--- src/design/svm_ram.sv ---
// Generic single-write, single-read RAM with registered read data.
module svm_ram #(
  parameter int WIDTH = 32,
  parameter int DEPTH = 16,
  parameter int AW    = (DEPTH > 1) ? $clog2(DEPTH) : 1
) (
  input  logic             clk_i,
  input  logic             we_i,
  input  logic [AW-1:0]    waddr_i,
  input  logic [WIDTH-1:0] wdata_i,
  input  logic [AW-1:0]    raddr_i,
  output logic [WIDTH-1:0] rdata_o
);

  logic [WIDTH-1:0] mem [DEPTH];
  logic [WIDTH-1:0] rdata_q;

  always_ff @(posedge clk_i) begin
    if (we_i) begin
      mem[waddr_i] <= wdata_i;
    end
    rdata_q <= mem[raddr_i];
  end

  assign rdata_o = rdata_q;

endmodule

--- config.mk ---
export PLATFORM = sky130hd
export DESIGN_NAME = svm_ram
export DESIGN_NICKNAME = d
export VERILOG_FILES = /design/src/design/svm_ram.sv
export SDC_FILE = /design/constraint.sdc
export NUM_CORES = 1
export LEC_CHECK = 0
export ABC_AREA = 1
export ABC_CLOCK_PERIOD_IN_PS = 3800
export BUFFER_PORTS_ARGS = -buffer_cell sky130_fd_sc_hd__buf_4
export CAP_MARGIN = 20
export CORE_ASPECT_RATIO = 1.1
export CORE_UTILIZATION = 35
export DETAILED_ROUTE_END_ITERATION = 8
export GPL_TIMING_DRIVEN = 0
export SLEW_MARGIN = 10
export SYNTH_ARGS = -nofsm -noshare
export SYNTH_HDL_FRONTEND = slang
export SYNTH_SLANG_ARGS = --single-unit
--- constraint.sdc ---
create_clock -name clk_i -period 3.8 [get_ports clk_i]
set_input_delay 0.57 -clock clk_i [delete_from_list [all_inputs] [get_ports clk_i]]
set_output_delay 0.57 -clock clk_i [all_outputs]
set_load 0.02 [all_outputs]
; Word-level counts from Yosys, hierarchy flattened
; Memories as Yosys holds them, arrays and structs flattened. A register that Yosys moved wholly into a read port is not among the register bits.
; Cells that the tools add are included.
[totals]
wordCells = 3
output_inout_bits = 32
reg_bits = 0
ramBits = 512
mem_count = 1
[mem_list]
columns = name, depth, width, rd, rd_clocked_by_memory_dff, wr, line_no
row1 = mem, 16, 32, 1, 1, 1, 15  ; logic [WIDTH-1:0] mem [DEPTH];
[op_classes]
n_mux = 2
[ops]
columns = op, n
row1 = 1-bit 2-to-1 mux, 2

; Depth between registers and ports, before layout
[depth]
word_depth = 2
ltp_mapped = 10

; Worst setup path after synthesis
; Ideal clock, no wire load.
[synth_path]
path_kind = in2reg
startpoint = input waddr_i[2]
endpoint = memory mem[10][0], enable pin
arrival_time_ns = 2.142
required_time_ns = 3.379
path_slack_ns = 1.237
n_path_buf = 0
cell_stages = 2
cell_sequence = nand3b_1 -> nor2_1
[synth_lines]
columns = item, line_no
row1 = start: declaration, 9  ; input logic [AW-1:0] waddr_i,
row2 = end: declaration, 15
; Straight into the memory's write port.

; Worst setup path after layout
[layout_path]
startpoint = input we_i
endpoint = memory mem[15][19], enable pin
[layout_between]
elab_chain_cells = 2
[layout_lines]
columns = item, line_no
row1 = start: declaration, 8  ; input logic we_i,
row2 = 1-bit 2-to-1 mux, 19  ; if (we_i) begin
row3 = 1-bit 2-to-1 mux (not written as such), 20  ; mem[waddr_i] <= wdata_i;
; Every way passes these cells.

==> key figures <==
Timing
  – Setup ws final: 1.996 ns
  – Final setup vio count: 0
  – Final Max Slew Viols: 0
  – Fmax: 554.3 MHz
  – Post-route minimum period: 1.804 ns
  – Slew headroom: 0.3092
  – Final period util: 0.4748
  – Hold Fails Final Rpt: 0
  – Final Skew: roughly 0.011 ns
  – RSZ-0062 raised after global routing: no
  – Sum Neg Setup Slack: 0 ns
  – Worst slew pin tran: 1.036 ns

GRT
  – Vias in the first global route: about 15,000
  – Maximum number of pins on one net before global-route repair: 21
  – Total grt overflow: 0
  – Initial antenna violation count: 0
  – First-pass GRT wire length: 93.67 mm
  – Total GRT Usage: 0.1919

Min path
  – Worst hold path class: input port to flop

Cells and area
  – Syn-to-layout area delta: 16.71%
  – Register area: 0.01602 mm²
  – Fill cells: 5,927
  – Layout cell share with drive strength beyond 1: 0.1100
  – # nets final: approximately 2,300
  – Ant. Diodes: 0
  – Multi-input logic area: about 0.0047 mm²

Yosys
  – Largest cells by area after synthesis: edfxtp_1, nand2_1, nand3_1, inv_1, dfxtp_1
  – Main synth FF type: edfxtp_1
  – Top-area cell type share of the netlist area: 0.6764
  – Most common cell in the netlist: nand2_1
  – Post-synth ARST share: 0
  – Top cell type by total area after synthesis: edfxtp_1
  – FF+latch count, synth: about 540
  – Sequential share of the synthesized area: 0.7046
  – Synth warnings: 0
  – Commonest cells post-synth: nand2_1, edfxtp_1, inv_1
  – Avg Cell Area, Syn: 10.72 µm²
  – Synth Instances: about 2,100
  – Synthesized Nets: between 2,000 and 2,500
  – EDFF count, synth: 512
  – Mapped cell area: between 0.02 and 0.025 mm²
  – Post-synthesis cell type count: 15

Floorplan
  – I/O Pins: 74
  – Chip height: 269.3 µm
  – Total core area: approximately 0.064 mm²
  – Die width: 245.0 µm
  – Starting Density: 0.3554
  – Rows: 97
  – Die ar.: 0.06597 mm²

Pwr
  – P_leak: 0.01119 µW
  – PD cells: 480.6 mW/mm²
  – Maximum vdd drop: between 300 and 400 µV
  – Total Power: 12,750 µW

CTS
  – Clk_lat worst skew: between 0.6 and 0.7 ns
  – Inserted Clock Buffers: 54
  – Post-CTS Hold Fix Bufs: 0
  – CTS Buffer Depth: 3
  – CTS sink count: 544
  – Post_cts resized: 0
  – CTS Root Cell: clkbuf_16
  – Setup repair bufs after CTS: 0
  – CTS tree: built
  – H-tree depth: 2
  – Reg clk slew, reported paths: 0.06 ns

Setup path
  – Max Fanout on Critical Path: 18
  – Crit path DAT: 2.11 ns
  – Kind of end point of the critical path: flop
  – Worst Setup Start Kind: input port
  – WP data required: slightly above 4 ns
  – Critical path class: input port to flop

Detailed routing
  – DR vias/cell: 4.867
  – Via total after detailed routing: between 15,000 and 20,000
  – 1st-iter DRT viols: 1,524
  – Drt drc: 0
  – DRT Pass-1 Iters: 6
  – Routed WL: 63.21 mm
  – Routed WL per cell: between 20 and 25 µm
  – Remaining antenna violation count: 0

Placed design
  – Port bufs: 71
  – DP HPWL: 40.64 mm
  – GP Congestion: between 0.8 and 0.9
  – DP Worst Slack: 1.387 ns

Outcome
  – Outcome: completed

Job
  – Max_cap viols: 0
-- placed cells by master, fill, tap and decap left out --
master / count
nand3_1: 385
buf_1: 14
clkinv_2: 4
clkbuf_8: 5
nor2_4: 16
nand3b_1: 2
inv_4: 1
buf_6: 29
clkbuf_16: 54
inv_1: 388
inv_2: 1
buf_12: 10
inv_6: 2
clkinv_8: 1
clkbuf_1: 38
clkinv_4: 1
buf_2: 41
clkinv_1: 7
buf_16: 10
buf_4: 77
nor2_1: 1
dfxtp_1: 32
clkinvlp_4: 1
bufinv_16: 1
nand2_1: 677
edfxtp_1: 512
-- cell families (layout without fill, tap and decap cells) --
kind of cell,count (synthesis),count (layout),synth area share
flops,544,544,0.7046
simple gates,1081,1081,0.2000
buf+inv,495,685,0.09539
-- where the power goes --
part           internal, µW  switching, µW
Combinational           295            678
Clock                  2800           2230
Sequential             6710           35.7
Total                  9800           2950
-- per-layer routing --
| layer | wire, µm | track usage | vias to the layer above |
|---|---|---|---|
| met1 | 26310 | 0.2517 | 7467 |
| met4 | 2073 | 0.06908 | 0 |
| met5 | 0 | 0 | - |
| li1 | - | - | 7140 |
| met3 | 4675 | 0.03185 | 125 |
| met2 | 30160 | 0.3188 | 604 |
-- critical path, stage by stage --
cell and delay, ns:
buf_4 0.11, nand3_1 0.32, nor2_4 0.84, buf_16 0.24
-- layout make-up --
class,instances,area share
Clock inverter,17,0.004764
Inverter,390,0.05528
Multi-Input combinational cell,1081,0.1759
Tap cell,841,0.03967
Buffer,105,0.02646
Timing Repair Buffer,90,0.03726
Clock buffer,83,0.05693
Sequential cell,544,0.6037
-- flip-flops by register name, indices dropped and copies added (netlist names) --
signal	flops
mem	512
rdata_o	32
-- stage by stage --
step                hold WS (ns)  utilization  instances  area, µm²
finish                    0.2612       0.4148       3151      26530
global route              0.2602       0.4148       3151      26530
CTS                       0.2274       0.4148       3151      26530
detailed placement        0.6471       0.3892       3051      24890
global placement          0.6486       0.3802       3032      24320
floorplan                 0.6074            -       2120      22730
-- path summary, 6_finish.rpt --
check,from,slack (ns),to,cells after the start
worst min-delay path,wdata_i[19],0.26,mem[10][19],1
worst min register to register,mem[10][29],0.66,rdata_o[29],6
worst max register to register,mem[6][23],2.72,rdata_o[23],6
worst max-delay path,we_i,2.00,mem[15][19],4
Power figures use the tool's default switching activity.
