### src/design/svm_pkg.sv
// Shared types, codes and defaults for the sample voice mixer.
package svm_pkg;

  localparam int VOICES_DEF     = 4;
  localparam int NUM_WAVES_DEF  = 4;
  localparam int WAVE_DEPTH_DEF = 4096;

  typedef enum logic [2:0] {
    REQ_WRITE   = 3'd0,
    REQ_SET_LEN = 3'd1,
    REQ_PLAY    = 3'd2,
    REQ_LOOP    = 3'd3,
    REQ_STOP    = 3'd4,
    REQ_TICK    = 3'd5
  } req_type_e;

  typedef enum logic [1:0] {
    ST_OK      = 2'd0,
    ST_NO_SLOT = 2'd1,
    ST_IDLE    = 2'd2,
    ST_EMPTY   = 2'd3
  } status_e;

  typedef enum logic [2:0] {
    SEQ_IDLE,
    SEQ_DIV,
    SEQ_EXEC,
    SEQ_MIX,
    SEQ_DONE
  } seq_state_e;

  typedef struct packed {
    logic clr;
    logic add;
  } acc_ctrl_t;

endpackage

### src/design/svm_div.sv
// Signed divide by the voice count, truncating toward zero, by reciprocal multiply.
module svm_div import svm_pkg::*; #(
  parameter int VOICES = VOICES_DEF
) (
  input  logic               clk_i,
  input  logic               rst_ni,
  input  logic               start_i,
  input  logic signed [31:0] dividend_i,
  output logic               done_o,
  output logic signed [31:0] quotient_o
);

  // Ceiling reciprocal scaled by 2^(32 + clog2(VOICES)): the floor is exact
  // for every 32-bit magnitude.
  localparam int SH_L  = $clog2(VOICES);
  localparam int SHIFT = 32 + SH_L;
  localparam longint unsigned RECIP_I =
    ((64'd1 << SHIFT) + 64'(VOICES) - 64'd1) / 64'(VOICES);
  localparam logic [33:0] RECIP = 34'(RECIP_I);

  logic        run_q, done_q, neg_q;
  logic [31:0] mag_q, quot_q;
  logic [31:0] mag;
  logic [71:0] prod;

  assign mag  = dividend_i[31] ? (~dividend_i + 32'd1) : dividend_i;
  assign prod = 72'(mag_q) * 72'(RECIP);

  // capture the operand, then register the multiply result
  always_ff @(posedge clk_i or negedge rst_ni) begin
    if (!rst_ni) begin
      run_q  <= 1'b0;
      done_q <= 1'b0;
    end else begin
      run_q  <= start_i;
      done_q <= run_q;
    end
  end

  always_ff @(posedge clk_i) begin
    if (start_i) begin
      mag_q <= mag;
      neg_q <= dividend_i[31];
    end
    if (run_q) begin
      quot_q <= prod[SHIFT +: 32];
    end
  end

  assign done_o     = done_q;
  assign quotient_o = neg_q ? (~quot_q + 32'd1) : quot_q;

endmodule

### config.mk
export PLATFORM = sky130hd
export DESIGN_NAME = svm_div
export DESIGN_NICKNAME = d
export VERILOG_FILES = /design/src/design/svm_pkg.sv /design/src/design/svm_div.sv
export SDC_FILE = /design/constraint.sdc
export NUM_CORES = 1
export LEC_CHECK = 0
export ABC_AREA = 1
export BUFFER_PORTS_ARGS = -buffer_cell sky130_fd_sc_hd__buf_4
export CORE_AREA = 2 2 89 91
export CTS_BUF_LIST = sky130_fd_sc_hd__clkbuf_2 sky130_fd_sc_hd__clkbuf_4 sky130_fd_sc_hd__clkbuf_8
export CTS_CLUSTER_DIAMETER = 30
export DETAILED_ROUTE_END_ITERATION = 8
export DIE_AREA = 0 0 91 93
export GPL_TIMING_DRIVEN = 0
export HOLD_SLACK_MARGIN = 0.12
export PLACE_DENSITY_LB_ADDON = 0.15
export SYNTH_ARGS = -nofsm -noshare
export SYNTH_HDL_FRONTEND = slang
export SYNTH_SLANG_ARGS = --single-unit
### constraint.sdc
create_clock -name clk_i -period 1.4 [get_ports clk_i]
set_clock_uncertainty 0.15 [all_clocks]
set_input_delay 0 -clock clk_i [delete_from_list [all_inputs] [get_ports clk_i]]
set_output_delay 0 -clock clk_i [all_outputs]
set_load 0.05 [all_outputs]
# ---- Word level (Yosys, flattened, before mapping)
# Index checks and enable logic that the tools add are counted.
# W data, S select, Z words.
dict set report totals {
  ff_bits 65
  latchBits 0
  ram_bits 0
  rom_bits 0
  input_bits 35
  out_inout_bits 33
  elab_cells 12
  memories 0
}
dict set report classes {
  add_sub_neg 2
  multipliers 0
  n_div 0
  magnitude_cmp 0
  n_eq_ne 0
  shift 0
  n_mux 2
  bitwise_logic 2
  reduce_logical 0
}
# op n
set ops {}
lappend ops {{$add A32 B1 Y32 const B} 2}
lappend ops {{$mux W32} 1}
lappend ops {{$not A30 Y32} 1}
lappend ops {{$not A32 Y32} 1}
lappend ops {{$mux W31} 1}

# ---- Logic depth before layout (Yosys ltp)
dict set report depth {
  depth_word 3
  depth_mapped 9
  ltp_nobuf 9
}

# ---- Worst setup path after synthesis
# Ideal clock, no wire load.
dict set report synth_path {
  path_type {register to output}
  startpoint {register quot_q[0]}
  endpoint {output quotient_o[12]}
  arrival_time_ps 1856
  t_required_ps 1250
  slack_ps -606
  path_stages_with_launch 8
  path_buffers 0
  path_cell_list {edfxtp_1 -> inv_1 -> ha_1 -> nand3_2 -> nor2_1 -> nor2_2 -> nor2_2 -> xor2_1}
}
dict set report synth_via {
  elab_chain_len 3
}
# item line_no
set synth_lines {}
lappend synth_lines {{from (decl)} svm_div.sv:22} ;# logic [31:0] mag_q, quot_q;
lappend synth_lines {{from (signal assigned)} svm_div.sv:46} ;# quot_q <= prod[SHIFT +: 32];
lappend synth_lines {{$not A30 Y32} svm_div.sv:51} ;# assign quotient_o = neg_q ? (~quot_q + 32'd1) : quot_q;
lappend synth_lines {{$add A32 B1 Y32} svm_div.sv:51}
lappend synth_lines {{$mux W32} svm_div.sv:51}
lappend synth_lines {{to (decl)} svm_div.sv:10} ;# output logic signed [31:0] quotient_o
# No other way between the ends.

# ---- Worst setup path in the final report
dict set report layout_path {
  startpoint {register quot_q[4]}
  endpoint {output quotient_o[11]}
}
# The elaborated chain is that of the path after synthesis.

==> results.md <==
* Place WS at -353.6 ps
* WL/cell at 14.74 um
* Input/output buffers at between 60 and 70
* Largest net degree at the start of global routing at 33
* Final setup viols at 44
* Critical path arrival at 1900 ps
* Slew Viols, Final at 0
* Dpl cell area at slightly below 5000 um2
* CTS tree: built
* DIE AREA at 8463 um2
* Status: complete, but fails checks
* Vias in the first global route at 3344
* Diodes inserted at 0
* Kind of critical path: reg -> out
* Final core utilization at 82.93%
* CTS Buf Count at 9
* Area growth syn-to-layout at 60.68%
* Synth area leaders: edfxtp_1, nand2_1, nor2_1, xor2_1, nand3_1
* Longest Clk Path Bufs at 2
* Share of layout cells above drive strength 1 at between 40% and 50%
* Synth Flop Type: edfxtp_1
* Crit-path cells: nor2_2 -> nand2_2 -> nor2_4 -> nor2_4 -> nor2_2 -> nand2_1 -> nand2_2 -> clkinvlp_4 -> buf_4
* Critical path fanouts, max at 4
* Critical Path Stages at 9
* Reg2reg path depth at 0
* Rows at 32
* Gr usage total at 22.96%
* Grt total ovfl at 0
* Post-synth ARST share at under 10%
* Num Clock Sinks at 63
* RSZ-0062 raised after global routing: true
* Yosys Warn Count at 0
* Failing checks: negative setup slack
* Syn Area/Cell at a little under 8 um2
* Worst-margin pin slew at 586.9 ps
* Hold/Removal Path Class: in -> reg
* Via count at 3802
* Post-route cell area at 6242 um2
* Synth Instances at 489
* Peak Freq at slightly below 0.5 GHz
* Core ar. at ~7500 um2
* EDFF count, synth at 61
* Max Cap Violations at 0
* Initial DRC count at 238
* Post-route ant nets at 0
* Clock slew at reported path FFs at 60 ps
* First-pass GRT wire length at ~15 mm
* Syn nets at 525
* Aggregate routed wire length at 11.01 mm
* HPWL Detailed at 6.852 mm
* Ratio of final minimum period to clock period at 146.3%
* Relative slew slack at around 60%
* Post-route worst setup slack at -647.9 ps
* Startpoint class of the critical path: flip-flop
* Hold depth at 7
* Leak at 2.605 nW
* Router iterations before antenna repair at 5
* Vias/cell at 5.090
* CTS Root Cell: clkbuf_8
* Share of the synthesized area in the top cell type at 47.15%
* Pwr Density at 963.1 nW/um2
* Die X-Extent at 91 um
* CP top delay family: simple AND/OR/NAND/NOR gates
* Post-Syn Area at 3885 um2
* Initial antenna violation count at 0
* Register area share after synthesis at 48.44%
* Initial Util at roughly half
* Crit path buf inv count at 2
* Die height at 93 um
* Cell at the slowest stage of the critical path: edfxtp_1
* Seq cells post-synth at 63
* Synth area leader: edfxtp_1
* # DRC at 0
* Count of cell types in the netlist at 27
* Post-Place Cells at between 600 and 700
* Hold Vio Cnt, Final at 0
* Clock period minus final worst setup slack at 2048 ps
* CP max stage delay at 470 ps
* Htree depth at 3
* Worst-Skew Late Latency at ~310 ps
* Total Nets Final at between 600 and 700
* Critical path data required time at 1250 ps
* Gpl congestion at about 0.89
* Maximum VDD drop at 0.4809 mV
* I/O pins at 68
* CP Capture Type: output pin
* Layout Cells excl Fill at 747
==> routing by layer <==
metal | share of wire, % | wire length, um | track usage, % | vias up
met4 | 3.4 | 376 | 8.333 | 0
met5 | 0 | 0 | 0 | -
met3 | 3.9 | 434 | 2.498 | 34
met1 | 40 | 4399 | 27.79 | 1735
met2 | 53 | 5799 | 42.41 | 166
li1 | - | - | - | 1867
==> cell usage after synthesis (5+ instances only) <==
cell type and count:
nor2_4 6, nor2_2 12, nand2_2 6, nand3b_1 6, buf_2 5, xor2_1 22, nand2_1 166, nand3_1 38
o21ai_0 12, xnor2_1 6, a21oi_1 5, inv_1 45, nor2_1 77, edfxtp_1 61
==> cell families (layout without fill, tap and decap cells) <==
group           after synthesis  in the layout  share of synthesized area (%)
fa+ha+maj                     1              1                         0.3220
simple gates                320            320                          35.88
flops                        63             63                          48.44
buf+inv                      56            212                          5.958
xor+xnor                     28             28                          6.312
compound gates               21             21                          3.092
==> state kept, by name (all words and copies together) (netlist names) <==
name	flops
mag_q	30
done_o	1
run_q	1
quot_q	30
neg_q	1
==> power by group <==
group | total (W) | internal (W) | leakage, nW | switching [W]
Clock | 0.00121 | 0.000634 | 0.0828 | 0.000576
Combinational | 0.00234 | 0.000950 | 1.90 | 0.00139
Sequential | 0.00246 | 0.00230 | 0.619 | 0.000163
Total | 0.00601 | 0.00389 | 2.60 | 0.00213
==> cell type report <==
cell class	instances	area, um2
well taps	102	127.6
inverters	48	188.9
fillers	429	1285
flip-flops and latches	63	1883
clock inverters	5	26.28
plain buffers	8	71.32
multi-input cells	370	2437
repair buffers	141	1376
clock buffers	10	131.4
==> worst paths after layout <==
| path | startpoint | endpoint | slack, ps |
|---|---|---|---|
| max in group asynchronous | rst_ni | run_q$_DFF_PN0_ | 560 |
| worst min register to register | mag_q[15]$_DFFE_PP_ | quot_q[13]$_DFFE_PP_ | 260 |
| worst min-delay path | dividend_i[23] | mag_q[24]$_DFFE_PP_ | 100 |
| min in group asynchronous | rst_ni | done_o$_DFF_PN0_ | 410 |
| worst max-delay path | quot_q[4]$_DFFE_PP_ | quotient_o[11] | -650 |
| worst max register to register | run_q$_DFF_PN0_ | quot_q[24]$_DFFE_PP_ | 130 |
==> metrics by stage <==
step           TNS [ps]  hold slack (ps)  power, W
2_1_floorplan     -2171           -445.6  0.003717
3_3_place_gp      -6734           -368.6  0.004199
5_1_grt          -20820            125.1  0.006259
4_1_cts          -16080            94.10  0.005746
3_5_place_dp      -7375           -365.6  0.004224
6_report         -17350            95.15  0.006012
==> placed cells by master, fill, tap and decap left out, types with 5 or more instances in the layout <==
cell           instances
edfxtp_1              61
dlygate4sd3_1         37
nand3b_1               6
xor2_4                 6
nor2_2                23
nand2_2               38
buf_8                 13
nor2_4                22
buf_4                 65
nor2_1                50
nand3_2               11
nand2_1              117
o21ai_1                5
xor2_1                12
nand3_1               27
nand2_4               17
o21ai_0                6
inv_2                  7
buf_6                 25
clkbuf_8               9
inv_1                 39
==> timing repair <==
item | CTS | global route
hold buffers | 36 | 16
endpoints found under the hold margin | 65 | 16
buffers inserted | 16 | 19
resized for setup | 78 | 67
pin swaps | 24 | 34
setup endpoints to repair | 31 | 48
(Power assumes the default switching activity.)
