--- src/design/svm_pkg.sv ---
// Shared types, codes and defaults for the sample voice mixer.
package svm_pkg;

  localparam int VOICES_DEF     = 4;
  localparam int NUM_WAVES_DEF  = 4;
  localparam int WAVE_DEPTH_DEF = 4096;

  typedef enum logic [2:0] {
    REQ_WRITE   = 3'd0,
    REQ_SET_LEN = 3'd1,
    REQ_PLAY    = 3'd2,
    REQ_LOOP    = 3'd3,
    REQ_STOP    = 3'd4,
    REQ_TICK    = 3'd5
  } req_type_e;

  typedef enum logic [1:0] {
    ST_OK      = 2'd0,
    ST_NO_SLOT = 2'd1,
    ST_IDLE    = 2'd2,
    ST_EMPTY   = 2'd3
  } status_e;

  typedef enum logic [2:0] {
    SEQ_IDLE,
    SEQ_DIV,
    SEQ_EXEC,
    SEQ_MIX,
    SEQ_DONE
  } seq_state_e;

  typedef struct packed {
    logic clr;
    logic add;
  } acc_ctrl_t;

endpackage

--- src/design/svm_acc.sv ---
// Wide mix accumulator with saturation to 32 signed bits.
module svm_acc import svm_pkg::*; #(
  parameter int VOICES = VOICES_DEF
) (
  input  logic               clk_i,
  input  acc_ctrl_t          ctrl_i,
  input  logic signed [31:0] addend_i,
  output logic signed [31:0] sum_o
);

  // Holds the exact sum of two samples per voice.
  localparam int ACC_W = 33 + $clog2(VOICES);
  localparam logic signed [ACC_W-1:0] MAX_V = $signed({{(ACC_W-32){1'b0}}, 32'h7fff_ffff});
  localparam logic signed [ACC_W-1:0] MIN_V = $signed({{(ACC_W-32){1'b1}}, 32'h8000_0000});

  logic signed [ACC_W-1:0] sum_q;

  always_ff @(posedge clk_i) begin
    if (ctrl_i.clr) begin
      sum_q <= '0;
    end else if (ctrl_i.add) begin
      sum_q <= sum_q + ACC_W'(addend_i);
    end
  end

  always_comb begin
    if (sum_q > MAX_V) begin
      sum_o = 32'sh7fff_ffff;
    end else if (sum_q < MIN_V) begin
      sum_o = $signed(32'h8000_0000);
    end else begin
      sum_o = sum_q[31:0];
    end
  end

endmodule

--- config.mk ---
export PLATFORM = sky130hd
export DESIGN_NAME = svm_acc
export DESIGN_NICKNAME = d
export VERILOG_FILES = /design/src/design/svm_pkg.sv /design/src/design/svm_acc.sv
export SDC_FILE = /design/constraint.sdc
export NUM_CORES = 1
export LEC_CHECK = 0
export BUFFER_PORTS_ARGS = -buffer_cell sky130_fd_sc_hd__buf_4
export CORE_AREA = 2 2 88 90
export DETAILED_ROUTE_END_ITERATION = 10
export DIE_AREA = 0 0 90 92
export PLACE_DENSITY = 0.82
export SLEW_MARGIN = 30
export SYNTH_ARGS = -nofsm -noshare
export SYNTH_HDL_FRONTEND = slang
export SYNTH_SLANG_ARGS = --single-unit
--- constraint.sdc ---
create_clock -name clk_i -period 2.8 [get_ports clk_i]
set_input_delay 0.42 -clock clk_i [delete_from_list [all_inputs] [get_ports clk_i]]
set_output_delay 0.42 -clock clk_i [all_outputs]
set_load 0.03 [all_outputs]
Yosys cells after proc, flatten, opt, wreduce, memory -nomap -nowiden
Cells that the tools add are included.

storage, ports and cells
  register bits = 35
  input bits = 35
  output and inout port bits = 32
  word-level logic and storage cells = 6

operators by class
  $add $sub $neg = 1
  magnitude comparators = 2
  muxes and demuxes = 2

operator list
  kind                                                                                number
  32-bit two-way mux                                                                  2
  35-bit by 32-bit adder with 35-bit output                                           1
  35-bit by 32-bit greater-than comparator with 1-bit output (second input constant)  1
  35-bit by 32-bit less-than comparator with 1-bit output (second input constant)     1

Depth between registers and ports, before layout
  depth after elaboration = 3
  gate-level depth with buffers = 11
  gate-level depth less buffers = 11

Least setup slack after synthesis
No wires, ideal clock.

  kind = in2reg
  start = input port addend_i[0]
  end = register sum_q[32]
  arrival = 2.600 ns
  data required time = 2.673 ns
  setup slack = 0.073 ns
  stages on the path = 11
  path buffers = 0
  path through = ha_1 -> inv_1 -> fa_1 -> nand2b_1 -> a21oi_2 -> o211a_1 -> o21ai_2 -> a2111o_1 -> a21oi_2 -> mux2i_1 -> or3_1

between the ends
  word-level cells in the longest chain between the ends = 1

RTL lines
  what                                       RTL line       text
  start, declared                            svm_acc.sv:7   input logic signed [31:0] addend_i,
  35-bit by 32-bit adder with 35-bit output  svm_acc.sv:22  sum_q <= sum_q + ACC_W'(addend_i);
  end signal, assigned                       svm_acc.sv:22
  end, declared                              svm_acc.sv:16  logic signed [ACC_W-1:0] sum_q;

Every way passes these cells.
A chain may end at the register's enable or synchronous reset.

Final worst setup path
  start = register sum_q[0]
  end = register sum_q[34]

between the ends
  word-level cells in the longest chain between the ends = 1

RTL lines
  what                                       RTL line
  35-bit by 32-bit adder with 35-bit output  svm_acc.sv:22

Every way passes these cells.

==> results.py <==
metrics = {
    "final_layout": {
        "top_regs": "sum_q: 35 flops",
        "largest_reg_flops": 35,
        "nets": 583,
        "n_fill_cell": 713,
        "final_cell_mix": "82 x buf_4, 41 x a21oi_1, 37 x nor2_1",
        "ff_latch_area_sq_um": 702,
        "drive_gt1_frac": 0.207,
        "final_common_cell": "buf_4",
        "final_cells": 615,
        "multi_input_area_sq_um": 2690,
        "largest-register": "sum_q",
        "antenna_cells": 0,
        "area_growth_syn_to_layout_pct": 20.4,
    },
    "synthesis": {
        "yosysSeqAreaShare": 0.198,
        "synth-edff-count": 0,
        "syn_inst": 453,
        "yosys_warnings": 0,
        "ys.flop_type": "dfxtp_1",
        "synth_area_sq_um": 3530,
        "postSynthAreaPerCell_sq_um": 7.80,
        "yosysUniqueCellTypes": 59,
        "synthArstFlopShare": 0,
        "ys_ff_latch": 35,
        "synthesis.nets": 523,
    },
    "setup_path": {
        "cp_data_required_time_ps": 2970,
        "r2r_start": "sum_q[0]$_SDFFE_PP0P_",
        "cp_slowest_cell": "a2111o_1",
        "r2r_end": "sum_q[34]$_SDFFE_PP0P_",
        "critPathBufInv": 1,
        "rr_worst_depth": 11,
        "cp-end-kind": "register",
        "crit_family": "compound AO/OA/AOI/OAI gates",
        "critPathMaxStageDelay_ps": 440,
        "critPathMaxFanout": 4,
        "arrival_ps": 2830,
        "path_cells": "ha_1, inv_1, fa_2, nand2b_4, a21oi_2, o211a_1, o21ai_2, a2111o_1, a211oi_1, a211o_1, nand4_1",
        "start_kind": "register",
        "critical_path_class": "reg2reg",
        "rrSetupSlack_ps": 140,
    },
    "sta": {
        "finalCritPeriodShare": 0.949,
        "final-setup-viol-count": 0,
        "skew_ps": 11.9,
        "layout_setup_ws_ps": 144,
        "tightest_slew_ps": 671,
        "rsz0062_at_grt": "no",
        "relSlewSlack": 0.541,
        "final_max_slew_viol_count": 0,
        "period_minus_slack_ps": 2660,
        "finalHoldViolations": 0,
        "setup_tns_ps": 0,
        "fmax_mhz": 377,
    },
    "die": {
        "dieArea_sq_um": 8280,
        "die_w_um": 90,
        "row_count": 32,
        "start_util": 0.474,
        "design.core.area_sq_um": 7450,
        "die_height_um": 92,
        "io_pins": 67,
    },
    "place": {
        "gp_routability_congestion": 0.850,
        "io_buffer_count": 66,
        "dp_hpwl_um": 7010,
        "dp_cells": 607,
        "post-place-ws_ps": -123,
    },
    "global_route": {
        "first_global_vias": 3328,
        "gr-total-overflow": 0,
        "grt_use_total": 0.219,
        "antenna_found_initial": 0,
        "grt_max_degree": 52,
        "grt_pass1_wl_um": 15100,
    },
    "clocking": {
        "clk_path_buf_depth": 2,
        "cts_tree": "yes",
        "cts.sink_count": 35,
        "numCtsBuffers": 5,
        "ctsHoldBuffers": 0,
        "path_clk_slew_ps": 80,
        "clock_latency_ps": 300,
        "cts_root_buffer": "clkbuf_8",
        "cts.htree.levels": 2,
    },
    "power_and_ir_drop": {
        "p_leak_uw": 0.00195,
        "p_per_area_nw_per_um2": 742,
        "power_uw": 3160,
        "ir_worst_vdd_uv": 508,
    },
    "detailed_routing": {
        "first_pass_iters": 5,
        "drtIter0Drc": 180,
        "routed_wl_um": 9360,
        "wire_per_inst_um": 15.2,
        "drtAntennaViolNets": 0,
        "vias": 3549,
        "drc_errors": 0,
        "viasPerCell": 5.77,
    },
    "hold_path": {
        "holdCritStartpoint": "sum_q[24]$_SDFFE_PP0P_",
        "holdPathEnd": "sum_q[24]$_SDFFE_PP0P_",
        "holdPathStages": 2,
        "hold_class": "reg2reg",
    },
    "run_status": {
        "status": "finished, final reports clean",
    },
    "job": {
        "cap_viol_max_count": 0,
    },
}
==> area by class of cell <==
cell class	count	area share
Multi-Input combinational cell	381	0.633
Sequential cell	35	0.165
Timing Repair Buffer	82	0.145
Tap cell	102	0.0300
Clock buffer	6	0.0194
Inverter	8	0.00706
Clock inverter	1	0.00118
==> worst max path at each step <==
stage,cells after the start,endpoint,slack [ps],from
final,11,sum_q[34]$_SDFFE_PP0P_,140,sum_q[0]$_SDFFE_PP0P_
after global placement,12,sum_q[32]$_SDFFE_PP0P_,-60,addend_i[0]
after floorplan,11,sum_q[32]$_SDFFE_PP0P_,70,addend_i[0]
after CTS,11,sum_q[32]$_SDFFE_PP0P_,8,sum_q[0]$_SDFFE_PP0P_
after global routing,9,sum_q[29]$_SDFFE_PP0P_,10,sum_q[3]$_SDFFE_PP0P_
after detailed placement,12,sum_q[32]$_SDFFE_PP0P_,-120,addend_i[0]
==> worst register-to-register path, stage by stage, from the launching register on <==
cell and delay, ps:
dfxtp_2 340, ha_1 160, inv_1 60, fa_2 350, nand2b_4 150, a21oi_2 170
o211a_1 190, o21ai_2 70, a2111o_1 440, a211oi_1 390, a211o_1 160, nand4_1 70
==> logic make-up after synthesis <==
kind of cell    Yosys count  synth area share
mux                      20            0.0567
simple gates            158             0.242
fa+ha+maj                35             0.126
flops                    35             0.198
compound gates          147             0.281
xor+xnor                 21            0.0521
buf+inv                  37            0.0436
==> metal layers <==
metal | track usage | vias to the layer above | part of all wire
li1 | - | 1791 | -
met1 | 0.262 | 1645 | 0.44
met2 | 0.397 | 95 | 0.49
met3 | 0.0312 | 18 | 0.044
met4 | 0.0821 | 0 | 0.021
met5 | 0 | - | 0
==> power by group <==
part / switching [uW] / internal, uW / leakage (uW)
clock: 200 / 193 / 0.0000470
sequential: 82.6 / 588 / 0.000290
combinational: 1210 / 879 / 0.00161
total: 1500 / 1660 / 0.00195
==> cell usage after synthesis (all sizes together) (2+ instances only) <==
| master | number | area (sq um) |
|---|---|---|
| a21oi | 43 | 223 |
| nor3 | 11 | 55.1 |
| o21bai | 4 | 30.0 |
| nor4bb | 2 | 20.0 |
| o211ai | 3 | 36.3 |
| o21ai | 20 | 104 |
| nor3b | 8 | 60.1 |
| o32ai | 2 | 17.5 |
| dfxtp | 35 | 701 |
| nor2 | 38 | 143 |
| or3 | 2 | 12.5 |
| o41ai | 2 | 17.5 |
| xor2 | 11 | 96.3 |
| inv | 8 | 30.0 |
| or4b | 2 | 20.0 |
| ha | 34 | 425 |
| nand4b | 3 | 26.3 |
| xnor2 | 10 | 87.6 |
| o22ai | 2 | 12.5 |
| nand2b | 16 | 100 |
| buf | 7 | 41.3 |
| nand3 | 10 | 50.1 |
| nor2b | 9 | 56.3 |
| or2 | 2 | 12.5 |
| a21o | 14 | 105 |
| a211oi | 11 | 87.6 |
| nand2 | 28 | 105 |
| nor4b | 2 | 17.5 |
| and3 | 4 | 31.3 |
| clkbuf | 22 | 82.6 |
| a311o | 2 | 20.0 |
| nand3b | 4 | 30.0 |
| and2 | 2 | 12.5 |
| o21a | 32 | 240 |
| nand4 | 11 | 68.8 |
| mux2i | 20 | 200 |
| a31oi | 4 | 25.0 |
==> timing repair <==
action                                  4_1_cts  5_1_grt
endpoints found under the setup margin        0        4
gates resized for setup                       0        3
buffers inserted                              0        1
==> stage by stage <==
step | utilization | cell area [sq um] | hold WS (ps)
final | 0.571 | 4250 | 495
after global routing | 0.571 | 4250 | 526
after CTS | 0.569 | 4240 | 494
after floorplan | - | 3530 | 463
after global placement | 0.557 | 4150 | 479
after detailed placement | 0.557 | 4150 | 481
(Power assumes the default switching activity.)
